===== src/rtl/knn_regression_engine_defines.svh =====
// Assertion macros for the k-nearest-neighbors regression engine.
// Included by the engine, the one file that carries concurrent assertions; no other dependency.
`ifndef KNN_REGRESSION_ENGINE_DEFINES_SVH
`define KNN_REGRESSION_ENGINE_DEFINES_SVH
`ifndef SYNTHESIS
`define KNN_ASSERT(lbl, clk, rst_n, prop, msg) \
    lbl: assert property (@(posedge clk) disable iff (!rst_n) prop) else $error(msg);
`define KNN_ASSERT_ALWAYS(lbl, clk, prop, msg) \
    lbl: assert property (@(posedge clk) prop) else $error(msg);
`else
`define KNN_ASSERT(lbl, clk, rst_n, prop, msg)
`define KNN_ASSERT_ALWAYS(lbl, clk, prop, msg)
`endif
`endif


===== src/rtl/knn_ram.sv =====
// Generic simple dual-port RAM, one write and one registered read port.
// No dependencies.
module knn_ram #(
    parameter int W = 16,
    parameter int D = 256
) (
    input  logic                 i_clk,
    input  logic                 i_we,
    input  logic [$clog2(D)-1:0] i_waddr,
    input  logic [W-1:0]         i_wdata,
    input  logic [$clog2(D)-1:0] i_raddr,
    output logic [W-1:0]         o_rdata
);
    logic [W-1:0] r_mem [D];
    logic [W-1:0] r_rdata;

    always_ff @(posedge i_clk) begin
        if (i_we) begin
            r_mem[i_waddr] <= i_wdata;
        end
        r_rdata <= r_mem[i_raddr];
    end

    assign o_rdata = r_rdata;
endmodule


===== config.mk =====
export PLATFORM = sky130hd
export DESIGN_NAME = knn_ram
export DESIGN_NICKNAME = d
export VERILOG_FILES = /design/src/rtl/knn_regression_engine_defines.svh /design/src/rtl/knn_ram.sv
export SDC_FILE = /design/constraint.sdc
export NUM_CORES = 2
export LEC_CHECK = 0
export CAP_MARGIN = 20
export CORE_UTILIZATION = 50
export CTS_CLUSTER_SIZE = 8
export DETAILED_ROUTE_END_ITERATION = 8
export DONT_BUFFER_PORTS = 1
export PLACE_DENSITY = 0.7
export SLEW_MARGIN = 5
export SYNTH_ARGS = -nofsm -noshare
export SYNTH_HDL_FRONTEND = slang
export SYNTH_SLANG_ARGS = --single-unit

===== constraint.sdc =====
create_clock -name i_clk -period 2.7 [get_ports i_clk]
set_input_delay 0.27 -clock i_clk [delete_from_list [all_inputs] [get_ports i_clk]]
set_output_delay 0.27 -clock i_clk [all_outputs]
set_load 0.02 [all_outputs]

==> results_dict.tcl <==
set metrics [dict create \
    status "finished with violations" \
    violations "hold timing, slew limit, setup timing" \
    grt_pass1_wl_um 587000 \
    drtIter0Drc 10400 \
    rows 206 \
    drtAntennaViolNets 0 \
    worstSetupPathDepth 9 \
    grt_max_degree 738 \
    chipHeight_um 565 \
    globalplace.congestion 0.894 \
    fillers 21700 \
    coreArea_um2 315000 \
    fin_hold_ws_ps -524 \
    synth_compound_area_share_pct 3.54 \
    cp-end-kind "flop" \
    routed_wl_um 412000 \
    reg2reg_slack_ps 80 \
    cts_buffers 588 \
    path_buf_inv 3 \
    syn_area_um2 159000 \
    yosys.area_share.adder_pct 0 \
    wl_met2_um 196000 \
    synth_top_family_by_area "multiplexers" \
    fin_crit_ps 4010 \
    cts_sinks 4112 \
    viasPerCell 6.49 \
    clk_pin_slew_ps 50 \
    synth_seq_area_share_pct 77.7 \
    syn-num-nets 7394 \
    critical_path.max_fanout 737 \
    met1Wirelength_um 154000 \
    ys_ff_latch 4112 \
    final_common_cell "edfxtp_1" \
    syn_inst 7360 \
    hold_path_depth 0 \
    preCtsSetupSlack_ps -699 \
    worstHoldPathType "primary input to flop" \
    yosys.area_share.simple_pct 1.57 \
    synth_edf_count 4096 \
    drc 0 \
    synthToLayoutAreaGrowth_pct 16.2 \
    worst_path_largest_cell_delay_ps 1030 \
    crit_required_ps 3520 \
    routedWlPerCell_um 32.8 \
    highest_layer "met5" \
    irDropWorstVdd_mv 0.555 \
    fin_util_pct 58.5 \
    antenna_found_initial 11 \
    grt_use_total_pct 25.6 \
    clk_latency_ps 930 \
    synth-async-reset-ratio_pct 0 \
    crit_family "simple AND/OR/NAND/NOR gates" \
    cts_root_buffer "clkbuf_16" \
    r2r_cells 6 \
    synthXorXnorAreaFrac_pct 0 \
    initial_core_util_pct 50.3 \
    synth_flop_cell "edfxtp_1" \
    fin_tns_setup_ps -15830 \
    cp_cell_sequence "or2_4 > buf_12 > buf_12 > buf_4 > o221ai_1 > o22ai_1 > nor3_1 > nor4_1 > nor4_2" \
    final_cell_mix "edfxtp_1 (4096), mux4_2 (797), buf_4 (715)" \
    finClkSkew_ps 44.1 \
    max_freq_mhz 250 \
    drv_cap 0 \
    wl_met3_um 42800 \
    power_density_nw_per_um2 762 \
    startpoint "i_raddr[1]" \
    cp_slowest_cell "or2_4" \
    slew_viol_final 192 \
    nets 8348 \
    synth_cell_type_count 52 \
    final-hold-violation-count 2433 \
    fin_total_pwr_w 0.140 \
    finalSetupViolCount 16 \
    critPathArrivalTime_ps 4830 \
    path_common_cell "buf_12" \
    io_pins 50 \
    synth_warnings 0 \
    vias 81500 \
    worst_pin_slew_ps 2560 \
    drive_gt1_share_pct 28.7 \
    p_leak_nw 59.7 \
    crit_end "o_rdata[4]" \
    finalCritPeriodShare_pct 148 \
    rr_endpoint "o_rdata[6]" \
    slew_headroom_pct -70.6 \
    dieArea_um2 320000 \
    worstReg2RegStart "r_mem[63][6]" \
    grt_pass1_vias 82100 \
    post_cts_buffers 0 \
    criticalPathCategory "primary input to flop" \
    critPathLaunchType "primary input" \
    cts_buffer_depth 4 \
    synthMuxAreaShare_pct 15.5 \
    first_pass_iters 6 \
    h-tree-depth 6 \
    hpwl_um 227000 \
    portBuffers 0 \
    die_w_um 565 \
    setup_ws_ps -1310 \
    cts_tree "done" \
    syn_area_per_cell_um2 21.6 \
    grt_overflow 0 \
]
[cell type report]
| type | instances | area (um^2) | area share (%) |
|---|---|---|---|
| Antenna cell | 6 | 15.0 | 0.00814 |
| Clock buffer | 629 | 15100 | 8.19 |
| Clock inverter | 40 | 547 | 0.296 |
| Inverter | 4 | 27.5 | 0.0149 |
| Multi-Input combinational cell | 2792 | 32900 | 17.9 |
| Sequential cell | 4112 | 123000 | 66.9 |
| Tap cell | 4160 | 5200 | 2.82 |
| Timing Repair Buffer | 816 | 7260 | 3.93 |
[through the flow]
stage,area (um^2),std cells
after floorplan,159000,7360
after global placement,169000,11900
after detailed placement,169000,11900
after CTS,184000,12500
after global routing,184000,12600
final,184000,12600
[worst min path at each step]
stage          slack (ps)         from             end
2_1_floorplan         370   i_wdata[0]     r_mem[0][0]
3_3_place_gp          410  i_wdata[15]  r_mem[236][15]
3_5_place_dp          420   i_wdata[7]   r_mem[146][7]
4_1_cts              -580  i_wdata[12]  r_mem[213][12]
5_1_grt              -570   i_wdata[1]   r_mem[246][1]
6_report             -520   i_wdata[4]   r_mem[244][4]
[routing by layer]
| metal | vias up | track usage, % |
|---|---|---|
| met5 | - | 0 |
| met4 | 4 | 11.1 |
| met3 | 842 | 6.03 |
| met2 | 4782 | 40.2 |
| met1 | 42900 | 34.5 |
| li1 | 32900 | - |
[kinds of logic after synthesis]
group	count (synthesis)
DFF	4112
muxes	1450
AOI/OAI and AO/OA	786
and+or+nand+nor	556
buffers and inverters	456
[power by group]
group | internal [W] | switching [W]
clock | 0.0391 | 0.0251
combinational | 0.00256 | 0.00289
sequential | 0.0706 | 0.000209
[state kept, by name, indices dropped and copies added (netlist names)]
signal and flops:
r_mem 4096, o_rdata 16
[worst register-to-register path, cell delays in order, from the launching register on]
cell      delay, ps
edfxtp_1        360
mux4_2          510
mux4_2          560
a22o_1          420
o32ai_1         300
buf_4           220
nor4_1           90
[synth_stat cells, types with 5 or more instances]
cell / number / share of area (%)
edfxtp_1: 4096 / 77
mux4_2: 797 / 11
mux2i_1: 565 / 3.6
nor2_1: 304 / 0.72
o221ai_1: 252 / 1.4
clkbuf_1: 230 / 0.54
a21oi_1: 175 / 0.55
o22ai_1: 148 / 0.58
nor3_1: 92 / 0.29
mux2_2: 88 / 0.62
buf_6: 77 / 0.55
buf_2: 76 / 0.24
a22oi_1: 43 / 0.20
nand2_1: 38 / 0.090
o21ai_0: 37 / 0.12
nand3_1: 35 / 0.11
a22o_1: 32 / 0.18
a221oi_1: 28 / 0.15
buf_1: 27 / 0.064
buf_4: 26 / 0.12
nand4_1: 26 / 0.10
o32ai_1: 20 / 0.11
a211oi_1: 18 / 0.085
nor4_1: 17 / 0.067
dfxtp_1: 16 / 0.20
o31ai_1: 16 / 0.076
and3_1: 11 / 0.043
buf_8: 11 / 0.10
nor2b_1: 9 / 0.035
a2111oi_0: 6 / 0.033
a31oi_1: 6 / 0.024
buf_12: 5 / 0.063
[what timing repair did]
action,in CTS,in global routing
endpoints found under the setup margin,0,3
resized for setup,0,3
hold endpoints to repair,4289,3900
hold buffers,14,3
Power figures use the tool's default switching activity.
