`config.mk`:
```
export PLATFORM = sky130hd
export DESIGN_NAME = knn_div
export DESIGN_NICKNAME = d
export VERILOG_FILES = /design/src/rtl/knn_regression_engine_defines.svh /design/src/rtl/knn_div.sv
export SDC_FILE = /design/constraint.sdc
export NUM_CORES = 1
export LEC_CHECK = 0
export ABC_AREA = 1
export BUFFER_PORTS_ARGS = -buffer_cell sky130_fd_sc_hd__buf_2
export CORE_MARGIN = 5
export CORE_UTILIZATION = 58
export DETAILED_ROUTE_END_ITERATION = 7
export PLACE_DENSITY_LB_ADDON = 0.25
export REMOVE_ABC_BUFFERS = 1
export SYNTH_ARGS = -nofsm -noshare
export SYNTH_HDL_FRONTEND = slang
export SYNTH_SLANG_ARGS = --single-unit
```
`constraint.sdc`:
```
create_clock -name i_clk -period 2.55 [get_ports i_clk]
set_input_delay 0.255 -clock i_clk [delete_from_list [all_inputs] [get_ports i_clk]]
set_output_delay 0.255 -clock i_clk [all_outputs]
set_load 0.01 [all_outputs]
```
`src/rtl/knn_regression_engine_defines.svh`:
```
// Assertion macros for the k-nearest-neighbors regression engine.
// Included by the engine, the one file that carries concurrent assertions; no other dependency.
`ifndef KNN_REGRESSION_ENGINE_DEFINES_SVH
`define KNN_REGRESSION_ENGINE_DEFINES_SVH
`ifndef SYNTHESIS
`define KNN_ASSERT(lbl, clk, rst_n, prop, msg) \
    lbl: assert property (@(posedge clk) disable iff (!rst_n) prop) else $error(msg);
`define KNN_ASSERT_ALWAYS(lbl, clk, prop, msg) \
    lbl: assert property (@(posedge clk) prop) else $error(msg);
`else
`define KNN_ASSERT(lbl, clk, rst_n, prop, msg)
`define KNN_ASSERT_ALWAYS(lbl, clk, prop, msg)
`endif
`endif

```
`src/rtl/knn_div.sv`:
```
// Restoring divider: signed sum over unsigned count, quotient truncated to zero.
// No dependencies.
module knn_div #(
    parameter int SW = 25,
    parameter int CW = 9
) (
    input  logic                 i_clk,
    input  logic                 i_rst_n,
    input  logic                 i_start,
    input  logic signed [SW-1:0] i_dividend,
    input  logic [CW-1:0]        i_divisor,
    output logic                 o_done,
    output logic signed [SW-1:0] o_quot
);
    localparam int NW = $clog2(SW + 1);

    logic          r_busy;
    logic          r_done;
    logic [NW-1:0] r_cnt;
    logic [SW-1:0] r_quo;
    logic [CW-1:0] r_rem;
    logic [CW-1:0] r_div;
    logic          r_neg;
    logic [CW:0]   w_sh;
    logic          w_fit;

    assign w_sh  = {r_rem, r_quo[SW-1]};
    assign w_fit = w_sh >= {1'b0, r_div};

    always_ff @(posedge i_clk) begin
        if (!i_rst_n) begin
            r_busy <= 1'b0;
            r_done <= 1'b0;
        end else if (i_start) begin
            r_busy <= 1'b1;
            r_done <= 1'b0;
        end else if (r_busy) begin
            r_busy <= (r_cnt != NW'(1));
            r_done <= (r_cnt == NW'(1));
        end else begin
            r_done <= 1'b0;
        end
    end

    always_ff @(posedge i_clk) begin
        if (i_start) begin
            r_cnt <= NW'(SW);
            r_quo <= i_dividend[SW-1] ? SW'(-i_dividend) : SW'(i_dividend);
            r_neg <= i_dividend[SW-1];
            r_rem <= '0;
            r_div <= i_divisor;
        end else if (r_busy) begin
            r_cnt <= r_cnt - NW'(1);
            r_quo <= {r_quo[SW-2:0], w_fit};
            r_rem <= w_fit ? CW'(w_sh - {1'b0, r_div}) : CW'(w_sh);
        end
    end

    assign o_done = r_done;
    assign o_quot = r_neg ? -signed'(r_quo) : signed'(r_quo);
endmodule
```
==> out/metrics.cfg <==
[cells_and_area]
layout.cells.non_filler = 771
layout.nets = 725
drive_above_1_share_pct = 14.5
diodes = 0
area_growth_pct = 11.9
fillerInstances = 631
multi_input_area_um2 = 2330
seqCellArea_um2 = 1370

[sta]
setup_viol = 0
fmax_mhz = 427
fin_skew_ns = 0.0120
layout_setup_ws_ns = 0.210
whs_ns = 0.122
maxSlewHeadroom_pct = 31.3
period_needed_ns = 2.34
setup_tns_ns = 0
period_share_pct = 91.8
worst_slew_pin_slew_ns = 1.03
final_max_slew_viol_count = 0
hold_viol = 0
rsz0062_at_grt = false

[yosys]
synth_area_leaders = edfxtp_1 (26%), nand2_1 (18%), nand3_1 (8.9%)
synthArstFlopShare_pct = 0
synth-edff-count = 35
netlist_area_um2 = 4090
synthCells = 617
ys.flop_type = edfxtp_1
yosysSeqAreaShare_pct = 33.5
avgSynthCellArea_um2 = 6.63
synth_seq_cells = 51
ys_types = 36
synth_most_common_cell = nand2_1
yosys-top-cells-count = nand2_1 (194), inv_1 (80), nor2_1 (77), nand3_1 (73), edfxtp_1 (35)
ys_warn_count = 0
synth.top_cell.area_share_pct = 25.7
yosys.area.top_type = edfxtp_1

[flow_run]
maxCapViolCount = 0

[setup_path]
critPathCaptureType = primary output
start_kind = flip-flop
crit_path_end = o_quot[14]
startpoint = r_quo[0]
r2r_slack_ns = 0.48
r2r-end = r_quo[0]
rr_startpoint = r_quo[24]
required_ns = 2.30
cp_max_fo = 4
critical_path_class = flip-flop to primary output
reg2regPathDepth = 10
arrival_ns = 2.08

[global_route]
grt-ovfl-total = 0
track_usage_pct = 23.7
grt_max_degree = 29
antenna_found_initial = 0
grt_pass1_vias = 3856
grt_first_pass_wirelength_um = 16900

[clocking]
cts_hold_buffers = 0
postCtsSetupBuffers = 0
max-clock-path-buffers = 2
clock_sinks = 51
cts_htree_levels = 2
clk_pin_slew_ns = 0.10
root_buffer = clkbuf_8
cts_tree = done
clock_latency_ns = 0.30
cts_buffers = 5
ctsResizeCount = 0

[route]
dr.pass1.iters = 6
num_vias = 4112
drc = 0
post_drt_wl_per_cell_um = 13.2
routed_wl_um = 10100
drtIter0Drc = 228
avgViaCountPerCell = 5.33
antenna_left = 0

[place]
gp_congestion = 0.915
place_hpwl_um = 8020
port-buffer-count = 62
dpl.cell_count = 763
dp_slack_ns = 0.470

[worst_hold_path]
hold_class = primary input to flip-flop
whs_path_depth = 1

[floorplan]
fp.dieW_um = 94.0
initial_core_util_pct = 59.9
core-area_um2 = 6830
io_pins = 63
die_h_um = 94.0
fp.dieArea_um2 = 8830
rows = 30

[pwr]
power.density_nw_per_um2 = 478
finalPower_w = 0.00219
power.leakage_nw = 2.29
ir_drop_mv = 0.253

[outcome]
status = completed

-- critical path, stage by stage (launching register included) --
cell and delay [ns]:
edfxtp_1 0.42, inv_1 0.13, ha_1 0.21, nand3_1 0.19
nor3_4 0.33, inv_2 0.06, nand2_2 0.09, nand2_1 0.07
xor2_1 0.15, buf_2 0.14
-- per-layer routing --
| layer | wire, um | share of wire (%) | global-route usage [%] |
|---|---|---|---|
| met2 | 5020 | 49 | 43.2 |
| met5 | 0 | 0 | 0 |
| met1 | 4320 | 43 | 28.4 |
| met4 | 263 | 2.6 | 8.54 |
| met3 | 538 | 5.3 | 2.56 |
-- flip-flops by register name, summed over array words and instances (netlist names) --
register  cells
r_quo        25
o_done        1
r_div         9
r_busy        1
r_rem         9
r_neg         1
r_cnt         5
-- worst min path at each step --
stage                       startpoint       end  slack [ns]
after floorplan           i_divisor[0]  r_div[0]        0.35
after detailed placement  i_divisor[0]  r_div[0]        0.43
after CTS                 i_divisor[7]  r_div[7]        0.12
after global placement    i_divisor[3]  r_div[3]        0.43
final                     i_divisor[7]  r_div[7]        0.12
after global routing      i_divisor[6]  r_div[6]        0.11
-- stage by stage --
| step | cell area (um2) | util, % |
|---|---|---|
| after floorplan | 4020 | - |
| after global placement | 4470 | 65.4 |
| after detailed placement | 4470 | 65.4 |
| after CTS | 4580 | 67.0 |
| after global routing | 4580 | 67.0 |
| final | 4580 | 67.0 |
-- cell usage in the layout (no fill, tap or decap), drive strengths merged, types with 3 or more instances in the layout --
| master | n |
|---|---|
| a21oi | 11 |
| nand4 | 10 |
| ha | 13 |
| buf | 64 |
| nand3 | 74 |
| edfxtp | 35 |
| dfxtp | 16 |
| nand2 | 202 |
| xnor2 | 7 |
| inv | 85 |
| xor2 | 20 |
| o21ai | 27 |
| clkbuf | 6 |
| a31oi | 3 |
| nor2 | 84 |
| nand3b | 6 |
| nor3 | 4 |
-- layout make-up --
class | instances | area share, %
clock inverters | 2 | 0.301
inverters | 85 | 6.97
multi-input cells | 467 | 51.0
clock buffers | 6 | 2.05
flip-flops and latches | 51 | 30.0
repair buffers | 64 | 7.11
well taps | 96 | 2.62
-- power breakdown --
| part | internal [W] | switching (W) | leakage [nW] |
|---|---|---|---|
| sequential | 0.000968 | 0.0000694 | 0.483 |
| combinational | 0.000227 | 0.000396 | 1.75 |
| clock | 0.000253 | 0.000275 | 0.0563 |
| total | 0.00145 | 0.000740 | 2.29 |
-- logic make-up (layout without fill, tap and decap cells) --
family	after synthesis	in the layout	share of synthesized area (%)
AND/OR/NAND/NOR	381	381	40.7
buffers and inverters	99	157	9.42
flip-flops	51	51	33.5
AO/OA/AOI/OAI	45	45	6.09
XOR/XNOR	27	27	5.78
adder cells (fa/ha/maj)	14	14	4.47
(Power assumes the default switching activity.)
