$ cat config.mk
export PLATFORM = sky130hd
export DESIGN_NAME = knn_cell
export DESIGN_NICKNAME = d
export VERILOG_FILES = /design/src/rtl/knn_regression_engine_defines.svh /design/src/rtl/knn_pkg.sv /design/src/rtl/knn_cell.sv
export SDC_FILE = /design/constraint.sdc
export NUM_CORES = 1
export LEC_CHECK = 0
export BUFFER_PORTS_ARGS = -buffer_cell sky130_fd_sc_hd__buf_2
export CAP_MARGIN = 20
export CORE_ASPECT_RATIO = 1.1
export CORE_MARGIN = 2
export CORE_UTILIZATION = 44
export DETAILED_ROUTE_END_ITERATION = 8
export PLACE_DENSITY = 0.83
export SLEW_MARGIN = 20
export SYNTH_ARGS = -nofsm -noshare
export SYNTH_HDL_FRONTEND = slang
export SYNTH_SLANG_ARGS = --single-unit
$ cat constraint.sdc
create_clock -name i_clk -period 6.35 [get_ports i_clk]
set_clock_uncertainty 0.2 [all_clocks]
set_input_delay 1.5875 -clock i_clk [delete_from_list [all_inputs] [get_ports i_clk]]
set_output_delay 1.5875 -clock i_clk [all_outputs]
set_load 0.005 [all_outputs]
$ cat src/rtl/knn_regression_engine_defines.svh
// Assertion macros for the k-nearest-neighbors regression engine.
// Included by the engine, the one file that carries concurrent assertions; no other dependency.
`ifndef KNN_REGRESSION_ENGINE_DEFINES_SVH
`define KNN_REGRESSION_ENGINE_DEFINES_SVH
`ifndef SYNTHESIS
`define KNN_ASSERT(lbl, clk, rst_n, prop, msg) \
    lbl: assert property (@(posedge clk) disable iff (!rst_n) prop) else $error(msg);
`define KNN_ASSERT_ALWAYS(lbl, clk, prop, msg) \
    lbl: assert property (@(posedge clk) prop) else $error(msg);
`else
`define KNN_ASSERT(lbl, clk, rst_n, prop, msg)
`define KNN_ASSERT_ALWAYS(lbl, clk, prop, msg)
`endif
`endif

$ cat src/rtl/knn_pkg.sv
// Shared types and codes of the k-nearest-neighbors regression engine.
// No dependencies.
package knn_pkg;
    localparam logic [1:0] CMD_CLEAR = 2'd0;
    localparam logic [1:0] CMD_LOAD  = 2'd1;
    localparam logic [1:0] CMD_QUERY = 2'd2;

    localparam logic [1:0] STATUS_OK       = 2'd0;
    localparam logic [1:0] STATUS_FULL     = 2'd1;
    localparam logic [1:0] STATUS_FEW_PTS  = 2'd2;

    localparam logic [1:0] REG_LEVELS    = 2'd0;
    localparam logic [1:0] REG_COORD_TOL = 2'd1;
    localparam logic [1:0] REG_DIST_TOL  = 2'd2;
    localparam logic [1:0] REG_DIMS      = 2'd3;

    localparam int DistW = 34;
    localparam int CfgW  = 34;
    // the level anchor starts one below zero
    localparam logic [DistW:0] AnchorStartGap = (DistW+1)'(1);

    typedef struct packed {
        logic [1:0]          cmd;
        logic signed [15:0]  coord_a;
        logic signed [15:0]  coord_b;
        logic signed [15:0]  coord_c;
        logic signed [15:0]  coord_d;
        logic signed [15:0]  target_value;
    } t_in_item;

    typedef struct packed {
        logic signed [15:0]  answer_value;
        logic [1:0]          status;
        logic                exact_hit;
        logic [8:0]          neighbours_used;
    } t_out_item;

    typedef struct packed {
        logic                vld;
        logic [DistW-1:0]    dval;
        logic signed [15:0]  tgt;
    } t_cell;

    typedef struct packed {
        logic clear;
        logic insert;
        logic shift;
    } t_cell_ctl;
endpackage

$ cat src/rtl/knn_cell.sv
// One cell of the sorted distance chain: holds a distance and its target.
// Depends on knn_pkg.
module knn_cell (
    input  logic              i_clk,
    input  logic              i_rst_n,
    input  knn_pkg::t_cell_ctl i_ctl,
    input  knn_pkg::t_cell    i_new,
    input  knn_pkg::t_cell    i_prev,
    input  logic              i_prev_gt,
    input  knn_pkg::t_cell    i_next,
    output knn_pkg::t_cell    o_cell,
    output logic              o_gt
);
    import knn_pkg::*;

    t_cell r_cell;
    t_cell n_cell;

    // an empty cell counts as larger than anything, so equal distances go behind
    assign o_gt = !r_cell.vld || (r_cell.dval > i_new.dval);

    always_comb begin
        n_cell = r_cell;
        if (i_ctl.clear) begin
            n_cell.vld = 1'b0;
        end else if (i_ctl.insert) begin
            if (o_gt) begin
                n_cell = i_prev_gt ? i_prev : i_new;
            end
        end else if (i_ctl.shift) begin
            n_cell = i_next;
        end
    end

    always_ff @(posedge i_clk) begin
        if (!i_rst_n) begin
            r_cell.vld <= 1'b0;
        end else begin
            r_cell.vld <= n_cell.vld;
        end
        r_cell.dval <= n_cell.dval;
        r_cell.tgt  <= n_cell.tgt;
    end

    assign o_cell = r_cell;
endmodule

==> results.json <==
{
  "switching_share_pct": 28.70,
  "synth_top_area_share_pct": 42.27,
  "setup_viol": 0,
  "period_minus_slack_ns": 5.060,
  "final.period_utilization_pct": 79.68,
  "diodes": 0,
  "multi_input_area_sq_um": 1829,
  "peakVddDrop_mv": 0.1222,
  "p_int_w": 0.0005893,
  "drtIter0Drc": 104,
  "critPathBufInv": 4,
  "endpoint_kind": "output pin",
  "p_comb_share_pct": 27.2,
  "hold_buffers": 0,
  "synth_area_sq_um": 3552,
  "dp_slack_ns": 1.275,
  "nFillCells": 668,
  "areaGrowthSynthToFinish_pct": 34.84,
  "crit_type": "primary input to output pin",
  "synth-main-ff-cell": "edfxtp_1",
  "area.sequential_sq_um": 1521,
  "clock_sinks": 51,
  "core_sq_um": 7870,
  "cts_setup_buffers": 0,
  "power_w": 0.0008264,
  "yosys.cell_types.count": 32,
  "max-slew-margin-rel_pct": 45.28,
  "die_x_microns": 89.67,
  "clk-insertion-delay-late_ns": 0.30,
  "hold_viol": 0,
  "worst_slack_ns": 1.290,
  "drive_gt1_share_pct": 41.98,
  "dpl.hpwl_mm": 7.821,
  "vias": 3339,
  "status": "complete, no violations",
  "io_buffers": 210,
  "drc_errors": 0,
  "startpoint_type": "primary input",
  "largest_register_ffs": 51,
  "final_nets": 747,
  "switchingPower_w": 0.0002371,
  "place_congestion": 0.8277,
  "routedWlPerCell_microns": 14.26,
  "cts_buffers": 5,
  "grt-ovfl-total": 0,
  "antenna_left": 0,
  "grt_max_degree": 54,
  "synth_edf_count": 50,
  "cts_tree": "yes",
  "clkSlewWorstSetupHoldPaths_ns": 0.09,
  "antenna_found_initial": 0,
  "synth_area_leaders": "edfxtp_1 42%, mux2i_1 14%, ha_1 12%, a21oi_1 9.3%, nor2_1 5.5%",
  "synth_top_area_cell": "edfxtp_1",
  "num_rows": 34,
  "hold_class": "flop to flop",
  "cp_top_family": "simple AND/OR/NAND/NOR gates",
  "critPathArrivalTime_ns": 3.27,
  "seq_area_frac_synth_pct": 42.83,
  "start_util_pct": 45.14,
  "drt-total-wl_mm": 9.452,
  "setup_tns_ns": 0,
  "via_per_inst": 5.036,
  "fp.dieH_microns": 98.24,
  "clock_path_buffers": 2,
  "power_frac_seq_pct": 50.2,
  "clockRootBuffer": "clkbuf_8",
  "grt_pass1_wl_mm": 14.28,
  "yosys_warnings": 0,
  "htreeDepth": 2,
  "crit_path_max_fanout": 4,
  "synthCells": 351,
  "slew_violations": 0,
  "rsz0062_at_grt": "false",
  "ios": 211,
  "cts_resized": 0,
  "ys_async_sr_fraction_pct": 0,
  "critPathSlowestCell": "nor4_4",
  "avgSynthCellArea_sq_um": 10.12,
  "worst-slew-pin-transition_ns": 0.8208,
  "pwr-share-clk_pct": 22.6,
  "worstPathCellList": "buf_2, inv_1, ha_1, nand4_4, nor4_4, nand3_2, a21boi_2, a2bb2oi_2, inv_1, buf_2",
  "synth_nets": 544,
  "power.density_nw_per_um2": 172.5,
  "firstDrtPassIters": 4,
  "die_area_sq_um": 8809,
  "required_ns": 4.56,
  "leakagePower_nw": 2.433,
  "grt_pass1_vias": 3235,
  "ys_ff_latch": 51,
  "grt_util_all_layers_pct": 20.73,
  "slowest_delay_ns": 0.37,
  "fmax_ghz": 0.1976,
  "drv_cap": 0
}
## worst paths after layout
kind	start	end	slack [ns]	depth (start not counted)
worst max-delay path	i_new[32]	o_gt	1.29	10
worst max register to register	o_cell[32]$_DFFE_PP_	o_cell[19]$_DFFE_PP_	3.46	8
worst min register to register	o_cell[50]$_SDFFE_PP0P_	o_cell[50]$_SDFFE_PP0P_	0.62	2
worst min-delay path	o_cell[50]$_SDFFE_PP0P_	o_cell[50]$_SDFFE_PP0P_	0.62	2
## power by group through the flow
stage	Combinational, W	Clock, W	Sequential [W]
2_1_floorplan	0.000118	0	0.000425
3_3_place_gp	0.000219	0	0.000421
3_5_place_dp	0.000227	0	0.000423
4_1_cts	0.000228	0.000193	0.000415
5_1_grt	0.000253	0.000205	0.000417
6_report	0.000225	0.000187	0.000414
## cell usage in the layout, fill, tap and decap left out
| master | count |
|---|---|
| clkinv_4 | 1 |
| a21o_1 | 1 |
| nand4_4 | 1 |
| mux2_2 | 1 |
| o211ai_2 | 1 |
| nor2b_1 | 2 |
| nand3_2 | 1 |
| a221oi_1 | 1 |
| nand4_2 | 3 |
| o21ai_0 | 4 |
| nand4_1 | 5 |
| nor2_1 | 52 |
| inv_1 | 36 |
| nand2_1 | 8 |
| a22o_1 | 1 |
| o221a_1 | 1 |
| o21ai_1 | 1 |
| clkbuf_8 | 5 |
| clkbuf_1 | 1 |
| buf_2 | 209 |
| nor3_4 | 1 |
| a21oi_1 | 66 |
| nor4_4 | 2 |
| a2bb2oi_2 | 1 |
| o211ai_1 | 2 |
| a211oi_4 | 1 |
| buf_4 | 5 |
| edfxtp_1 | 50 |
| mux2i_1 | 51 |
| clkinv_1 | 1 |
| nand3_1 | 2 |
| a21boi_2 | 1 |
| nor3_1 | 2 |
| ha_1 | 34 |
| dfxtp_1 | 1 |
## per-layer routing
metal | global-route usage [%] | share of wire, %
met1 | 22.94 | 38
met2 | 39.31 | 53
met3 | 4.142 | 8.0
met4 | 4.822 | 1.4
met5 | 0 | 0
## stage by stage
stage	utilization, %	hold slack, ns	instances	instance area [sq um]
3_3_place_gp	59.78	0.6102	655	4705
3_5_place_dp	59.78	0.5908	655	4705
4_1_cts	60.86	0.6260	663	4790
6_report	60.86	0.6171	663	4790
5_1_grt	60.86	0.6522	663	4790
2_1_floorplan	-	0.4843	351	3552
## synth_stat cells (2+ instances only)
cell type and instances:
mux2i_1 51, ha_1 34, buf_2 5, o211ai_1 2, nand4_1 5, nor2b_1 2
clkbuf_1 10, nand4_2 3, nand3_1 2, buf_1 3, edfxtp_1 50, nand2_1 8
nor3_1 2, nor2_1 52, nor4_4 2, a21oi_1 66, inv_1 36, o21ai_0 4
## logic make-up after synthesis
family | synth area share [%]
adders and majority gates | 11.98
DFF | 42.83
and+or+nand+nor | 11.73
muxes | 14.69
AOI/OAI and AO/OA | 12.89
buffers and inverters | 5.882
## layout make-up
| class | instances | area share (%) |
|---|---|---|
| clock inverter | 2 | 0.2612 |
| multi-input combinational | 246 | 38.19 |
| timing repair buffer | 214 | 22.62 |
| tap | 108 | 2.821 |
| clock buffer | 6 | 1.515 |
| sequential | 51 | 31.77 |
| inverter | 36 | 2.821 |
## worst reg2reg max path, cell delays in order, from the launching register on
cell       delay (ns)
edfxtp_1         0.42
ha_1             0.37
nand4_4          0.16
nor4_4           0.37
o211ai_1         0.15
o211ai_2         0.09
a2bb2oi_2        0.11
a211oi_4         0.25
buf_4            0.41
Power figures use the tool's default switching activity.
